## src/rtl/cbtr_pkg.sv

```systemverilog
package cbtr_pkg;

    localparam int unsigned CFG_IDX_W = 3;

    localparam logic [CFG_IDX_W-1:0] REG_SAMPLE_TICK      = 3'd0;
    localparam logic [CFG_IDX_W-1:0] REG_START_LOW_MIN    = 3'd1;
    localparam logic [CFG_IDX_W-1:0] REG_START_LOW_MAX    = 3'd2;
    localparam logic [CFG_IDX_W-1:0] REG_START_PERIOD_MIN = 3'd3;
    localparam logic [CFG_IDX_W-1:0] REG_START_PERIOD_MAX = 3'd4;
    localparam logic [CFG_IDX_W-1:0] REG_BIT_PERIOD_MIN   = 3'd5;
    localparam logic [CFG_IDX_W-1:0] REG_BIT_PERIOD_MAX   = 3'd6;

    localparam logic [7:0] TICK_LIMIT      = 8'd255;
    localparam logic [3:0] LAST_SLOT       = 4'd9;

    localparam logic [1:0] ERR_NONE      = 2'd0;
    localparam logic [1:0] ERR_NO_EDGE   = 2'd1;
    localparam logic [1:0] ERR_TOO_SHORT = 2'd2;

    typedef enum logic [1:0] {
        PH_IDLE  = 2'd0,
        PH_START = 2'd1,
        PH_BITS  = 2'd2
    } phase_t;

    typedef struct packed {
        logic [7:0] sample_tick;
        logic [7:0] start_low_min;
        logic [7:0] start_low_max;
        logic [7:0] start_period_min;
        logic [7:0] start_period_max;
        logic [7:0] bit_period_min;
        logic [7:0] bit_period_max;
    } cfg_t;

    typedef struct packed {
        logic line_level;
        logic frame_active;
    } in_item_t;

    typedef struct packed {
        logic       bit_valid;
        logic       bit_value;
        logic       start_seen;
        logic [1:0] error_code;
        logic [3:0] slot_index;
        logic       receiving;
    } out_item_t;

    typedef struct packed {
        logic push;
        logic pop;
    } buf_ctrl_t;

endpackage

```

## src/rtl/cbtr_cfg_regs.sv

```systemverilog
module cbtr_cfg_regs (
    input  logic                          clk,
    input  logic                          rst_n,
    input  logic                          cfg_valid,
    input  logic [cbtr_pkg::CFG_IDX_W-1:0] cfg_index,
    input  logic [7:0]                    cfg_data,
    output cbtr_pkg::cfg_t                cfg
);
    import cbtr_pkg::*;

    cfg_t cfg_reg;
    cfg_t cfg_next;

    always_comb
    begin
        cfg_next = cfg_reg;
        if (cfg_valid)
        begin
            unique case (cfg_index)
                REG_SAMPLE_TICK:      cfg_next.sample_tick      = cfg_data;
                REG_START_LOW_MIN:    cfg_next.start_low_min    = cfg_data;
                REG_START_LOW_MAX:    cfg_next.start_low_max    = cfg_data;
                REG_START_PERIOD_MIN: cfg_next.start_period_min = cfg_data;
                REG_START_PERIOD_MAX: cfg_next.start_period_max = cfg_data;
                REG_BIT_PERIOD_MIN:   cfg_next.bit_period_min   = cfg_data;
                REG_BIT_PERIOD_MAX:   cfg_next.bit_period_max   = cfg_data;
                default:              cfg_next = cfg_reg;
            endcase
        end
    end

    always_ff @(posedge clk or negedge rst_n)
    begin
        if (!rst_n)
        begin
            cfg_reg.sample_tick      <= 8'd3;
            cfg_reg.start_low_min    <= 8'd11;
            cfg_reg.start_low_max    <= 8'd14;
            cfg_reg.start_period_min <= 8'd14;
            cfg_reg.start_period_max <= 8'd16;
            cfg_reg.bit_period_min   <= 8'd6;
            cfg_reg.bit_period_max   <= 8'd10;
        end
        else
        begin
            cfg_reg <= cfg_next;
        end
    end

    assign cfg = cfg_reg;

endmodule

```

## src/rtl/cbtr_timing.sv

```systemverilog
module cbtr_timing (
    input  logic                clk,
    input  logic                rst_n,
    input  logic                advance,
    input  cbtr_pkg::in_item_t  item,
    input  cbtr_pkg::cfg_t      cfg,
    output cbtr_pkg::out_item_t result
);
    import cbtr_pkg::*;

    logic [7:0] tick_count_reg;
    logic [7:0] tick_count_next;
    phase_t     phase_reg;
    phase_t     phase_next;
    logic       prev_level_reg;
    logic [7:0] period_min_reg;
    logic [7:0] period_min_next;
    logic [7:0] period_max_reg;
    logic [7:0] period_max_next;
    logic [3:0] bit_slot_reg;
    logic [3:0] bit_slot_next;

    logic [7:0] tick_inc;
    logic       sample_hit;
    logic       start_hit;
    logic [1:0] err;

    always_comb
    begin
        tick_inc        = (tick_count_reg < TICK_LIMIT) ? tick_count_reg + 8'd1 : tick_count_reg;
        tick_count_next = tick_inc;
        phase_next      = phase_reg;
        period_min_next = period_min_reg;
        period_max_next = period_max_reg;
        bit_slot_next   = bit_slot_reg;
        start_hit       = 1'b0;
        err             = ERR_NONE;

        sample_hit = (phase_reg == PH_BITS) && (tick_inc == cfg.sample_tick);
        if (sample_hit && !item.frame_active)
        begin
            phase_next = PH_IDLE;
        end

        if (item.line_level == prev_level_reg)
        begin
            if (tick_inc > period_max_reg)
            begin
                err        = ERR_NO_EDGE;
                phase_next = PH_IDLE;
            end
        end
        else if (!item.line_level)
        begin
            bit_slot_next = (bit_slot_reg >= LAST_SLOT) ? 4'd0 : bit_slot_reg + 4'd1;
            if (tick_inc < period_min_reg)
            begin
                err        = ERR_TOO_SHORT;
                phase_next = PH_IDLE;
            end
            else if (phase_next == PH_START)
            begin
                start_hit       = 1'b1;
                bit_slot_next   = 4'd0;
                phase_next      = PH_BITS;
                period_min_next = cfg.bit_period_min;
                period_max_next = cfg.bit_period_max;
            end
            tick_count_next = 8'd0;
        end
        else
        begin
            if ((tick_inc >= cfg.start_low_min) && (tick_inc <= cfg.start_low_max))
            begin
                phase_next      = PH_START;
                period_min_next = cfg.start_period_min;
                period_max_next = cfg.start_period_max;
            end
        end
    end

    always_comb
    begin
        result.bit_valid  = sample_hit;
        result.bit_value  = sample_hit & item.line_level;
        result.start_seen = start_hit;
        result.error_code = err;
        result.slot_index = bit_slot_next;
        result.receiving  = (phase_next == PH_BITS);
    end

    always_ff @(posedge clk or negedge rst_n)
    begin
        if (!rst_n)
        begin
            tick_count_reg <= 8'd0;
            phase_reg      <= PH_IDLE;
            prev_level_reg <= 1'b0;
            period_min_reg <= 8'd0;
            period_max_reg <= 8'd0;
            bit_slot_reg   <= 4'd0;
        end
        else if (advance)
        begin
            tick_count_reg <= tick_count_next;
            phase_reg      <= phase_next;
            prev_level_reg <= item.line_level;
            period_min_reg <= period_min_next;
            period_max_reg <= period_max_next;
            bit_slot_reg   <= bit_slot_next;
        end
    end

endmodule

```

## src/rtl/cbtr_out_buf.sv

```systemverilog
module cbtr_out_buf (
    input  logic                clk,
    input  logic                rst_n,
    input  cbtr_pkg::buf_ctrl_t ctrl,
    input  cbtr_pkg::out_item_t item,
    output logic                full,
    output logic                not_empty,
    output cbtr_pkg::out_item_t head
);
    import cbtr_pkg::*;

    logic [1:0] count_reg;
    logic [1:0] count_next;
    out_item_t  head_reg;
    out_item_t  head_next;
    out_item_t  tail_reg;
    out_item_t  tail_next;

    always_comb
    begin
        count_next = count_reg + {1'b0, ctrl.push} - {1'b0, ctrl.pop};
        head_next  = head_reg;
        tail_next  = tail_reg;
        if (ctrl.pop)
        begin
            if (count_reg == 2'd2)
            begin
                head_next = tail_reg;
            end
            else if (ctrl.push)
            begin
                head_next = item;
            end
        end
        else if (ctrl.push)
        begin
            if (count_reg == 2'd0)
            begin
                head_next = item;
            end
            else
            begin
                tail_next = item;
            end
        end
    end

    always_ff @(posedge clk or negedge rst_n)
    begin
        if (!rst_n)
        begin
            count_reg <= 2'd0;
        end
        else
        begin
            count_reg <= count_next;
        end
    end

    always_ff @(posedge clk)
    begin
        head_reg <= head_next;
        tail_reg <= tail_next;
    end

    assign full      = (count_reg == 2'd2);
    assign not_empty = (count_reg != 2'd0);
    assign head      = head_reg;

endmodule

```

## src/rtl/cec_bit_timing_receiver_core.sv

```systemverilog
// Channel   Handshake              Payload
// in        in_valid / in_stall    in_data    (line_level, frame_active)
// out       out_valid / out_stall  out_data   (bit, start, error, slot, receiving)
// cfg       cfg_valid / cfg_ready  cfg_index, cfg_data
//
// Each input transaction is processed combinationally and its result is registered in the result buffer.
// A new transaction can be taken every cycle; the two-entry result buffer lets one
// result wait while the next one is produced, and in_stall rises only when it is full.
// Reset clears the line state and the buffer and loads the register defaults.
// Configuration writes are always ready and take effect on the next cycle.
module cec_bit_timing_receiver_core (
    input  logic                           clk,
    input  logic                           rst_n,
    input  logic                           in_valid,
    output logic                           in_stall,
    input  cbtr_pkg::in_item_t             in_data,
    output logic                           out_valid,
    input  logic                           out_stall,
    output cbtr_pkg::out_item_t            out_data,
    input  logic                           cfg_valid,
    output logic                           cfg_ready,
    input  logic [cbtr_pkg::CFG_IDX_W-1:0] cfg_index,
    input  logic [7:0]                     cfg_data
);
    import cbtr_pkg::*;

    cfg_t      cfg;
    out_item_t result;
    buf_ctrl_t ctrl;
    logic      buf_full;
    logic      buf_not_empty;

    assign cfg_ready = 1'b1;
    assign in_stall  = buf_full;
    assign out_valid = buf_not_empty;
    assign ctrl.push = in_valid && !buf_full;
    assign ctrl.pop  = buf_not_empty && !out_stall;

    cbtr_cfg_regs u_cfg (
        .clk       (clk),
        .rst_n     (rst_n),
        .cfg_valid (cfg_valid),
        .cfg_index (cfg_index),
        .cfg_data  (cfg_data),
        .cfg       (cfg)
    );

    cbtr_timing u_timing (
        .clk     (clk),
        .rst_n   (rst_n),
        .advance (ctrl.push),
        .item    (in_data),
        .cfg     (cfg),
        .result  (result)
    );

    cbtr_out_buf u_buf (
        .clk       (clk),
        .rst_n     (rst_n),
        .ctrl      (ctrl),
        .item      (result),
        .full      (buf_full),
        .not_empty (buf_not_empty),
        .head      (out_data)
    );

endmodule

```

## config.mk

```make
export PLATFORM = sky130hd
export DESIGN_NAME = cec_bit_timing_receiver_core
export DESIGN_NICKNAME = d
export VERILOG_FILES = /design/src/rtl/cbtr_pkg.sv /design/src/rtl/cbtr_cfg_regs.sv /design/src/rtl/cbtr_timing.sv /design/src/rtl/cbtr_out_buf.sv /design/src/rtl/cec_bit_timing_receiver_core.sv
export SDC_FILE = /design/constraint.sdc
export NUM_CORES = 1
export LEC_CHECK = 0
export ABC_AREA = 1
export BUFFER_PORTS_ARGS = -buffer_cell sky130_fd_sc_hd__buf_2
export CAP_MARGIN = 40
export CORE_MARGIN = 8
export CORE_UTILIZATION = 32
export DETAILED_ROUTE_END_ITERATION = 7
export SLEW_MARGIN = 20
export SYNTH_ARGS = -nofsm -noshare
export SYNTH_HDL_FRONTEND = slang
export SYNTH_SLANG_ARGS = --single-unit
```

## constraint.sdc

```tcl
create_clock -name clk -period 3.5 [get_ports clk]
set_clock_uncertainty 0.15 [all_clocks]
set_input_delay 0.525 -clock clk [delete_from_list [all_inputs] [get_ports clk]]
set_output_delay 0.525 -clock clk [all_outputs]
set_load 0.005 [all_outputs]
```

# After elaboration in Yosys (flattened, before gate mapping)
# Index checks and enable logic that the tools add are counted.
# totals
regBits	109
inputBits	18
out_inout_bits	13
elab_cells	115
# op_classes
add_sub_neg	4
magnitude_cmp	6
n_eq_ne	14
n_mux	36
bitwise_logic	4
n_reduce_logical	25
# op_table
op	count
two-way mux 8 bit	11
two-way mux 10 bit	5
two-way mux 2 bit	10
two-way mux 4 bit	5
AND reduction 2 bit	7
nonzero test 2 bit	5
equality test 3 bit (second input constant)	3
adder 8 x 1 -> 8 bit (second input constant)	1
equality test 8 bit	1
>= comparator 8 bit	1
> comparator 8 bit	1
less-or-equal comparator 8 bit	1
< comparator 8 bit	1
< comparator 8 bit (second input constant)	1
equality test 2 bit (second input constant)	3
equality test 3 x 2 -> 1 bit (second input constant)	2
AND reduction 3 bit	2
logical AND 1 bit	5
two-way mux 1 bit	5
AND reduction 5 bit	1
adder 4 x 1 -> 4 bit (second input constant)	1
>= comparator 4 bit (second input constant)	1
equality test 3 x 1 -> 1 bit (second input constant)	1
zero test 1 bit	3
other kinds (10)	12

# Logic depth before layout (Yosys ltp)
# Gate-level depths: netlist of run 1.
# depth
depth_word	15
depth_mapped	23
mapped_depth_nobuf	21

# Cells and area by module
# From an unflattened synthesis of run 1, not the netlist that was laid out.
# unflattened
hier_cells	756
hier_area_um2	6261.0
# by_module_without_submodules
mod	instances	cells_per_inst	area_each_um2	seq_area_each_um2
cbtr_timing	1	422	3037.9	775.7
cbtr_cfg_regs	1	253	2278.4	1421.4
cbtr_out_buf	1	75	913.4	650.6
cec_bit_timing_receiver_core	1	6	31.3	0.0

# Least setup slack after synthesis of run 1
# OpenSTA, ideal clock, no wires.
# synth_path
path_type	register to register
startpoint	register u_timing.tick_count_reg[0]
endpoint	register u_timing.period_max_reg[1]
setup_ns	0.119
arrival_ns	2.753
required_ns	3.231
setup_slack_ns	0.478
path_stages_with_launch	22
n_path_buf	2
synth_period_minus_slack_ns	3.022
path_cell_list	dfrtp_1 -> ha_1 -> inv_1 -> nor2_4 -> nand2_2 -> buf_6 -> nand3_1 -> ha_1 -> nand2_1 -> nor2_1 -> nand3_1 -> nor2_1 -> nand2_1 -> o21ai_0 -> nand2_1 -> a21oi_1 -> nand2_1 -> o21ai_2 -> nand2_2 -> buf_6 -> nor2_2 -> a21oi_2
# synth_via
elab_chain_cells	9
word_cells_on_any_way	16
cone_classes	add/sub (1); order compare (4); eq/ne (4); mux (2); reduce/logical (5)
# synth_rtl
item	line	text
from (decl)	cbtr_timing.sv:11	logic [7:0] tick_count_reg;
from (signal assigned)	cbtr_timing.sv:105	tick_count_reg <= tick_count_next;
adder 8 x 1 -> 8 bit or < comparator 8 bit (tied branches)	cbtr_timing.sv:30	tick_inc = (tick_count_reg < TICK_LIMIT) ? tick_count_reg + 8'd1 : tick_count_reg;
two-way mux 8 bit (*)	cbtr_timing.sv:30	
equality test 8 bit	cbtr_timing.sv:39	sample_hit = (phase_reg == PH_BITS) && (tick_inc == cfg.sample_tick);
logical AND 1 bit	cbtr_timing.sv:39	
logical AND 1 bit	cbtr_timing.sv:40	if (sample_hit && !item.frame_active)
two-way mux 2 bit	cbtr_timing.sv:40	
equality test 2 x 1 -> 1 bit	cbtr_timing.sv:61	else if (phase_next == PH_START)
nonzero test 2 bit (no source line)	-	
AND reduction 5 bit (no source line) (*)	-	
to (signal assigned)	cbtr_timing.sv:109	period_max_reg <= period_max_next;
to (decl)	cbtr_timing.sv:18	logic [7:0] period_max_reg;
# Mark *: on every way between the ends. The rest lies on a longest branch, timed or not.
# A chain may end at the register's enable or synchronous reset.

# Worst setup path in the final report of run 1
# layout_path
startpoint	register u_timing.tick_count_reg[0]
endpoint	register u_timing.period_min_reg[2]
# layout_via
elab_chain_cells	9
word_cells_on_any_way	16
cone_classes	add/sub (1); order compare (4); eq/ne (4); mux (2); reduce/logical (5)
# layout_rtl
item	line	text
adder 8 x 1 -> 8 bit or < comparator 8 bit (tied branches)	cbtr_timing.sv:30	
two-way mux 8 bit (*)	cbtr_timing.sv:30	
equality test 8 bit	cbtr_timing.sv:39	
logical AND 1 bit	cbtr_timing.sv:39	
logical AND 1 bit	cbtr_timing.sv:40	
two-way mux 2 bit	cbtr_timing.sv:40	
equality test 2 x 1 -> 1 bit	cbtr_timing.sv:61	
nonzero test 2 bit (no source line)	-	
AND reduction 5 bit (no source line) (*)	-	
to (signal assigned)	cbtr_timing.sv:108	period_min_reg <= period_min_next;
to (decl)	cbtr_timing.sv:16	logic [7:0] period_min_reg;
# Marks and branches as above.

==> results of run 1 <==
-- placed cells by master, fill, tap and decap left out, types with 10 or more instances in the layout --
cell       Yosys  final
a21oi_1       14     14
a21oi_2       15     15
buf_2          0     28
buf_4          1     13
clkbuf_16      0     10
dfrtp_1       73     72
dfstp_2       16     16
edfxtp_1      20     20
ha_1          34     33
inv_1         93     93
nand2_1      214    213
nand3_1       30     29
nor2_1        42     40
nor2_2        12     14
o21ai_0       74     74
-- logic make-up (layout without fill, tap and decap cells) --
kind of cell | after synthesis | after routing | share of synthesized area [%]
buf+inv | 113 | 154 | 7.84
xor+xnor | 6 | 6 | 0.900
other cells | 1 | 1 | 0.0642
compound gates | 120 | 120 | 11.9
simple gates | 320 | 320 | 23.1
fa+ha+maj | 34 | 34 | 7.28
flops | 109 | 109 | 48.7
mux | 1 | 1 | 0.193
-- repair_timing --
action / CTS / global route
resized for setup: 0 / 7
buffers inserted: 0 / 5
endpoints found under the setup margin: 0 / 29
-- Yosys cell counts --
master	number	share of area (%)
nand2_1	214	14
inv_1	93	6.0
o21ai_0	74	6.3
dfrtp_1	73	31
nor2_1	42	2.7
ha_1	34	7.3
nand3_1	30	2.6
edfxtp_1	20	10
dfstp_2	16	7.2
a21oi_2	15	2.2
a21oi_1	14	1.2
clkbuf_1	14	0.90
nor2_2	12	1.3
nand2_2	8	0.86
o22ai_1	6	0.64
a211oi_1	4	0.51
buf_6	4	0.77
nand3b_1	3	0.39
nand4_1	3	0.32
o21ai_2	3	0.45
xnor2_1	3	0.45
xor2_1	3	0.45
nand2_4	2	0.39
nor2_4	2	0.39
or2_2	2	0.21
and3_1	1	0.11
buf_4	1	0.13
conb_1	1	0.064
inv_2	1	0.064
mux2_2	1	0.19
nand3_2	1	0.17
o211ai_1	1	0.13
o21a_1	1	0.13
o21ai_1	1	0.086
o21bai_1	1	0.13
-- per-layer routing --
metal  GRT usage, %  wire length, um  vias to the layer above
met5              0                0                        -
met4           4.01              189                        0
met3           2.48              623                       14
met2           18.3             5800                       99
met1           17.8             6920                     2049
li1               -                -                     2322
-- power breakdown --
| part | internal [mW] | switching [mW] |
|---|---|---|
| registers | 1.71 | 0.199 |
| clock network | 0.522 | 0.507 |
| logic | 0.721 | 1.18 |
-- metrics by stage --
stage | setup WS (ns) | std cells | area, um2
3_3_place_gp | 0.181 | 951 | 6260
5_1_grt | -0.00478 | 974 | 6650
4_1_cts | 0.105 | 967 | 6560
3_5_place_dp | 0.123 | 951 | 6260
6_report | 0.331 | 974 | 6650
2_1_floorplan | 0.478 | 704 | 5840
-- area by class of cell --
cell class	count	area (um2)
clock buffer	10	239
clock inverter	6	62.6
fill	1880	11300
inverter	94	353
multi-input combinational	482	2560
sequential	109	2850
tap	229	287
timing repair buffer	44	303
-- how the worst min path moves through the flow --
stage	endpoint	slack [ns]	cells after the start
global route	u_cfg.cfg[29]	0.1	2
finish	u_cfg.cfg[13]	0.04	2
global placement	u_cfg.cfg[16]	0.31	2
floorplan	u_buf.count_reg[0]	0.08	0
detailed placement	u_cfg.cfg[16]	0.32	2
CTS	u_cfg.cfg[13]	0.06	2
==> impl_metrics.env, run 1 <==
export IMPL_p_leak_nw=3.34
export IMPL_die_y_um=151
export IMPL_route_detailed_drc=0
export IMPL_critPathBufInv=4
export IMPL_setup_worst_path_start_class="flop"
export IMPL_final_max_slew_viol_count=0
export IMPL_die_w_um=151
export IMPL_reg2reg_depth=21
export IMPL_core_area_um2=18000
export IMPL_rows=49
export IMPL_io_pins=31
export IMPL_synth_area_um2=5840
export IMPL_slowest_stage="dfrtp_2"
export IMPL_power_mw=4.83
export IMPL_crit_start="u_timing.tick_count_reg[0]"
export IMPL_whs_ns=0.0421
export IMPL_path_delay_family="simple AND/OR/NAND/NOR gates"
export IMPL_syn_avg_cell_area_um2=8.30
export IMPL_drt_iter0_markers=308
export IMPL_cpPeakStageDelay_ns=0.41
export IMPL_endpoint_kind="flop"
export IMPL_fmax_mhz=316
export IMPL_maxCapViolCount=0
export IMPL_min_path_type="in2async"
export IMPL_grt_pass1_vias=4182
export IMPL_finalSetupViolCount=0
export IMPL_cp_depth=21
export IMPL_antenna_found_initial=0
export IMPL_status="finished clean"
export IMPL_postLayoutCoreUtil_pct=37.0
export IMPL_cts_tree="done"
export IMPL_cts_max_level=3
export IMPL_final_layout_size_suffix_gt1_share_pct=17.3
export IMPL_max_vdd_ir_drop_v=0.000326
export IMPL_fin_nets=792
export IMPL_worstPathCellList="ha_2 > inv_1 > nor2_4 > nand2_4 > nand3_2 > nand2_2 > inv_1 > ha_1 > nand2_1 > nor2_1 > nand3_1 > nor2_2 > buf_4 > nand3_1 > a21oi_1 > nand2_1 > o21ai_2 > nand2_2 > buf_12 > nor2_1 > a21oi_2"
export IMPL_largest_reg_flops=56
export IMPL_grt_remaining_overflow=0
export IMPL_r2r_slack_ns=0.33
export IMPL_grt_pass1_wl_um=22200
export IMPL_grt_max_degree=90
export IMPL_port_buffers=29
export IMPL_timing_rr_end="u_timing.period_min_reg[2]"
export IMPL_yosysSeqAreaShare_pct=48.7
export IMPL_crit_fanout=16
export IMPL_area_growth_syn_to_layout_pct=13.8
export IMPL_totalWireLength_um=13500
export IMPL_via_per_inst=4.60
export IMPL_grt_usage_pct=12.4
export IMPL_max_slew_margin_pct=55.8
export IMPL_dp_hpwl_um=9590
export IMPL_firstDrtPassIters=5
export IMPL_ys_warn_count=0
export IMPL_clkSlewWorstSetupHoldPaths_ns=0.08
export IMPL_start_util_pct=32.5
export IMPL_holdBufCountCts=0
export IMPL_r2r_start="u_timing.tick_count_reg[0]"
export IMPL_finalCriticalPeriod_ns=3.17
export IMPL_worst_slew_pin_transition_ns=0.662
export IMPL_cts_root_buf="clkbuf_16"
export IMPL_clock_path_buffers=2
export IMPL_insertion_delay_ns=0.36
export IMPL_wl_per_cell_um=13.9
export IMPL_route_vias_total=4484
export IMPL_synth_distinct_cells=35
export IMPL_cp_endpoint="u_timing.period_min_reg[2]"
export IMPL_worstSetupPathType="reg2reg"
export IMPL_fin_crit_sh_pct=90.6
export IMPL_routabilityCongestion=0.851
export IMPL_final_setup_tns_ns=0
export IMPL_required_ns=3.61
export IMPL_power_density_nw_per_um2=727
export IMPL_cts_made_buffers=9
export IMPL_synth_cells=704
export IMPL_finalHoldViolations=0
export IMPL_syn_num_nets=756
export IMPL_n_antenna_cell=0
export IMPL_clock_sinks=109
export IMPL_drtAntennaViolNets=0
export IMPL_ys_ff_latch=109
export IMPL_arrival_ns=3.28
export IMPL_die_area_um2=22800
(Power assumes the default switching activity.)
==> run 2: changes to the inputs <==
Settings changed: CORE_ASPECT_RATIO set to 1.2, SETUP_SLACK_MARGIN set to 0.1.
==> run 2 against run 1 <==
Combinational power up 3%. Sequential share of layout area decreased by 0.42 points. Clock power grew 5%. Flip-flop and latch count stayed put. Register-to-register slack gained 0.07 ns. Critical path depth increased by 1. Die area about the same. Power up 2.0%.
==> impl_metrics.env, run 2 (synthesis results as in run 1) <==
export IMPL_status="finished clean"
export IMPL_cts_max_level=3
export IMPL_placed_cell_area_um2=6280
export IMPL_slowest_stage="dfrtp_1"
export IMPL_insertion_delay_ns=0.36
export IMPL_grt_usage_pct=12.9
export IMPL_final_setup_tns_ns=0
export IMPL_dp_hpwl_um=9800
export IMPL_max_slew_margin_pct=59.2
export IMPL_power_density_nw_per_um2=734
export IMPL_route_detailed_drc=0
export IMPL_dp_cells=950
export IMPL_maxCapViolCount=0
export IMPL_endpoint_kind="flop"
export IMPL_arrival_ns=3.20
export IMPL_start_util_pct=32.4
export IMPL_power_mw=4.93
export IMPL_final_layout_size_suffix_gt1_share_pct=18.0
export IMPL_fmax_mhz=322
export IMPL_firstDrtPassIters=5
export IMPL_largest_reg_flops=56
export IMPL_finalSetupViolCount=0
export IMPL_fin_nets=796
export IMPL_max_vdd_ir_drop_v=0.000282
export IMPL_grt_max_degree=48
export IMPL_rsz0062_at_grt="no"
export IMPL_rows=54
export IMPL_worstSetupPathType="reg2reg"
export IMPL_finalCriticalPeriod_ns=3.10
export IMPL_setup_worst_path_start_class="flop"
export IMPL_port_buffers=29
export IMPL_final_common_cell="nand2_1"
export IMPL_worst_slew_pin_transition_ns=0.610
export IMPL_grt_pass1_vias=4501
export IMPL_holdBufCountCts=0
export IMPL_p_leak_nw=3.38
export IMPL_worstPathCellList="ha_2 > inv_1 > nor2_4 > nand2_4 > nand3_2 > nand2_2 > inv_2 > ha_1 > nand2_1 > nor2_2 > nand3_1 > nor2_2 > nand2_1 > o21ai_0 > nand2_1 > a21oi_2 > nand2_2 > o21ai_2 > nand2_4 > clkbuf_16 > nor2_2 > a21oi_2"
export IMPL_min_path_type="in2async"
export IMPL_io_pins=31
export IMPL_finalHoldViolations=0
export IMPL_die_w_um=139
export IMPL_drtAntennaViolNets=0
export IMPL_required_ns=3.59
export IMPL_area_growth_syn_to_layout_pct=14.9
export IMPL_cpPeakStageDelay_ns=0.40
export IMPL_crit_fanout=10
export IMPL_design_area_um2=6710
export IMPL_n_antenna_cell=0
export IMPL_wl_per_cell_um=14.3
export IMPL_p_int_mw=3.03
export IMPL_via_per_inst=4.60
export IMPL_grt_remaining_overflow=0
export IMPL_p_sw_mw=1.90
export IMPL_die_area_um2=22900
export IMPL_antenna_found_initial=0
export IMPL_clkPwrFrac_pct=21.8
export IMPL_cts_tree="done"
export IMPL_routabilityCongestion=0.812
export IMPL_cts_root_buf="clkbuf_16"
export IMPL_instances_no_fill=973
export IMPL_route_vias_total=4471
export IMPL_final_max_slew_viol_count=0
export IMPL_clock_sinks=109
export IMPL_grt_pass1_wl_um=23200
export IMPL_cts_made_buffers=9
export IMPL_most_common_layout_cells="nand2_1 (212), inv_1 (92), o21ai_0 (74)"
export IMPL_core_area_um2=18000
export IMPL_p_sw_share_pct=38.5
export IMPL_p_seq_share_pct=38.5
export IMPL_path_delay_family="simple AND/OR/NAND/NOR gates"
export IMPL_combPwrFrac_pct=39.6
export IMPL_critPathBufInv=3
export IMPL_clkSlewWorstSetupHoldPaths_ns=0.07
export IMPL_drt_iter0_markers=272
export IMPL_die_y_um=164
export IMPL_clock_path_buffers=2
export IMPL_totalWireLength_um=14000
export IMPL_fin_crit_sh_pct=88.6
[run 2: cell count changes in the layout (fill, tap and decap cells not counted), sizes merged]
cell	previous run	this run
buf	43	46
bufinv	0	1
clkbuf	11	14
clkinv	3	1
inv	97	96
[run 2: power groups by stage]
stage | logic [mW] | registers [mW] | clock network [mW]
floorplan | 1.35 | 1.89 | 0
global placement | 1.86 | 1.91 | 0
detailed placement | 1.90 | 1.92 | 0
CTS | 1.92 | 1.90 | 1.11
global route | 2.29 | 1.95 | 1.16
finish | 1.95 | 1.90 | 1.08
[run 2: final timing paths]
check                                      startpoint                         end  slack, ns  cells after the start
max in group asynchronous                       rst_n               u_cfg.cfg[49]       2.44                      2
min                                             rst_n               u_cfg.cfg[21]       0.01                      1
min reg2reg                              u_cfg.cfg[8]                u_cfg.cfg[8]       0.33                      2
max reg2reg                u_timing.tick_count_reg[1]  u_timing.period_max_reg[6]       0.40                     22
max                        u_timing.tick_count_reg[1]  u_timing.period_max_reg[6]       0.40                     22
min in group clk                         u_cfg.cfg[8]                u_cfg.cfg[8]       0.33                      2
[run 2: per-layer routing]
layer	routed length, um	up-vias	share of wire, %	GRT usage, %
li1	-	2326	-	-
met5	0	-	0	0
met1	6590	2073	47	16.3
met3	465	13	3.3	2.09
met2	6640	59	48	21.4
met4	251	0	1.8	5.55
[run 2: timing repair]
| item | CTS | global route |
|---|---|---|
| endpoints found under the setup margin | 0 | 34 |
| gates resized for setup | 0 | 11 |
| setup buffers | 0 | 4 |
[run 2: cell type report]
cell class	count	area [um2]
Sequential cell	109	2850
Tap cell	224	280
Clock inverter	4	56.3
Timing Repair Buffer	48	354
Multi-Input combinational cell	482	2570
Inverter	94	353
Clock buffer	12	250
Fill cell	1856	11300
[run 2: stage by stage]
stage	setup slack (ns)	util, %	hold WS (ns)
6_report	0.398	37.2	0.0132
5_1_grt	0.0818	37.2	0.0561
4_1_cts	0.102	36.5	0.0277
3_5_place_dp	0.130	34.8	0.316
3_3_place_gp	0.245	34.8	0.310
2_1_floorplan	0.478	-	0.0794
==> run 3: changes to the inputs <==
Settings changed: CELL_PAD_IN_SITES_DETAIL_PLACEMENT set to 2, CELL_PAD_IN_SITES_GLOBAL_PLACEMENT set to 2, PLACE_DENSITY_LB_ADDON set to 0.1, SKIP_CTS_REPAIR_TIMING set to 1.
==> run 3 against run 2 <==
Routed wire length increased by 23%. First-iteration DRC count decreased by 45%. Via count increased by 7.2%. Sequential share of layout area about the same. Combinational power increased by 8%. Non-clock buffer count increased by 8. Clock power decreased by 5%. Setup slack got worse by 0.049 ns. Die area unchanged. Hold slack improved by 0.012 ns. Critical path type unchanged. Largest cell class unchanged.
==> impl_metrics.env, run 3 (synthesis results as in run 1) <==
export IMPL_status="finished clean"
export IMPL_finalHoldViolations=0
export IMPL_fmax_mhz=317
export IMPL_p_sw_share_pct=39.5
export IMPL_max_slew_margin_pct=59.4
export IMPL_grt_max_degree=46
export IMPL_die_area_um2=22900
export IMPL_grt_busiest_layer="met2"
export IMPL_drt_iter0_markers=149
export IMPL_finalCriticalPeriod_ns=3.15
export IMPL_setup_worst_path_start_class="flop"
export IMPL_die_y_um=164
export IMPL_most_common_layout_cells="nand2_1 (212), inv_1 (93), o21ai_0 (73)"
export IMPL_antenna_found_initial=0
export IMPL_clkSlewWorstSetupHoldPaths_ns=0.07
export IMPL_dp_hpwl_um=13500
export IMPL_power_density_nw_per_um2=754
export IMPL_rows=54
export IMPL_whs_ns=0.0254
export IMPL_clkPwrFrac_pct=20.4
export IMPL_cts_tree="done"
export IMPL_cts_made_buffers=9
export IMPL_use_met1_pct=18.5
export IMPL_worstPathCellList="nand2_1 > nor2_4 > nand2_2 > buf_4 > nand2_1 > ha_1 > nand2_1 > inv_1 > o21ai_0 > nand3b_1 > o21ai_0 > nand2_1 > a21oi_2 > nand2_2 > o21ai_2 > nand2_4 > buf_4 > nor2_1 > a21oi_2"
export IMPL_insertion_delay_ns=0.35
export IMPL_multi_input_area_um2=2570
export IMPL_worstSetupPathType="reg2reg"
export IMPL_gr_usage_met2_pct=28.5
export IMPL_cp_common_cell="nand2_1"
export IMPL_slowest_stage="dfrtp_1"
export IMPL_firstDrtPassIters=4
export IMPL_die_w_um=139
export IMPL_largest_reg_flops=56
export IMPL_final_max_slew_viol_count=0
export IMPL_endpoint_kind="flop"
export IMPL_rsz0062_at_grt="yes"
export IMPL_routabilityCongestion=0.804
export IMPL_fill_cells=2067
export IMPL_route_vias_total=4795
export IMPL_finalSetupViolCount=0
export IMPL_final_layout_size_suffix_gt1_share_pct=19.0
export IMPL_seq_area_um2=2850
export IMPL_fin_crit_sh_pct=90.0
export IMPL_cts_root_buf="clkbuf_16"
export IMPL_combPwrFrac_pct=41.7
export IMPL_cpPeakStageDelay_ns=0.42
export IMPL_wl_per_cell_um=17.5
export IMPL_io_pins=31
export IMPL_n_antenna_cell=0
export IMPL_required_ns=3.59
export IMPL_min_path_type="in2async"
export IMPL_port_buffers=29
export IMPL_route_detailed_drc=0
export IMPL_max_vdd_ir_drop_v=0.000215
export IMPL_grtUsageMet3_pct=1.89
export IMPL_fin_nets=804
export IMPL_via_per_inst=4.89
export IMPL_crit_fanout=8
export IMPL_grt_pass1_vias=5218
export IMPL_core_area_um2=18000
export IMPL_arrival_ns=3.24
export IMPL_totalWireLength_um=17200
export IMPL_crit_start="u_timing.tick_count_reg[4]"
export IMPL_drtAntennaViolNets=0
export IMPL_path_delay_family="simple AND/OR/NAND/NOR gates"
export IMPL_cts_max_level=3
export IMPL_r2r_start="u_timing.tick_count_reg[4]"
export IMPL_grt_remaining_overflow=0
export IMPL_p_sw_mw=2.00
export IMPL_clock_sinks=109
export IMPL_postLayoutCoreUtil_pct=37.2
export IMPL_grt_pass1_wl_um=27900
export IMPL_grt_usage_pct=15.7
export IMPL_power_mw=5.07
export IMPL_start_util_pct=32.4
export IMPL_worst_slew_pin_transition_ns=0.609
export IMPL_p_int_mw=3.06
export IMPL_p_leak_nw=3.38
export IMPL_final_common_cell="nand2_1"
export IMPL_maxCapViolCount=0
export IMPL_critPathBufInv=3
export IMPL_p_seq_share_pct=37.9
export IMPL_area_growth_syn_to_layout_pct=15.0
export IMPL_clock_path_buffers=2
run 3: worst register-to-register path: stages, from the launching register on:
cell,delay [ns]
dfrtp_1,0.42
nand2_1,0.15
nor2_4,0.21
nand2_2,0.14
buf_4,0.19
nand2_1,0.09
ha_1,0.24
nand2_1,0.07
inv_1,0.04
o21ai_0,0.16
nand3b_1,0.11
o21ai_0,0.19
nand2_1,0.09
a21oi_2,0.14
nand2_2,0.10
o21ai_2,0.09
nand2_4,0.12
buf_4,0.18
nor2_1,0.12
a21oi_2,0.04
run 3: cell type report:
type / instances / share of cell area (%)
Timing Repair Buffer: 56 / 5.40
Tap cell: 224 / 4.17
Multi-Input combinational cell: 482 / 38.3
Clock buffer: 14 / 4.25
Inverter: 94 / 5.25
Sequential cell: 109 / 42.4
Clock inverter: 2 / 0.205
run 3: power groups by stage:
| stage | clock, mW | sequential, mW | combinational [mW] |
|---|---|---|---|
| after floorplan | 0 | 1.89 | 1.35 |
| after global placement | 0 | 1.92 | 1.95 |
| after detailed placement | 0 | 1.95 | 2.09 |
| after CTS | 1.08 | 1.93 | 2.11 |
| after global routing | 1.11 | 1.97 | 2.42 |
| final | 1.03 | 1.92 | 2.11 |
run 3: path summary, 6_finish.rpt:
kind                       slack, ns  depth (start not counted)                    endpoint
max in group asynchronous       2.37                          2               u_cfg.cfg[20]
hold reg to reg                 0.34                          2                u_cfg.cfg[0]
min in group clk                0.34                          2                u_cfg.cfg[0]
hold / removal                  0.03                          1               u_cfg.cfg[51]
setup / recovery                0.35                         19  u_timing.period_min_reg[1]
setup reg to reg                0.35                         19  u_timing.period_min_reg[1]
run 3: metrics by stage:
stage / setup WS (ns) / area (um2) / TNS (ns) / instances
after floorplan: 0.478 / 5840 / 0 / 704
after global placement: 0.182 / 6330 / 0 / 958
after detailed placement: 0.00731 / 6330 / 0 / 958
after CTS: -0.0162 / 6630 / -0.0162 / 974
after global routing: 0.0731 / 6720 / 0 / 981
final: 0.350 / 6720 / 0 / 981
run 3: routing by layer:
layer / part of all wire, % / wire [um]
met1: 44 / 7640
met2: 52 / 8880
met3: 2.3 / 387
met4: 1.7 / 284
met5: 0 / 0
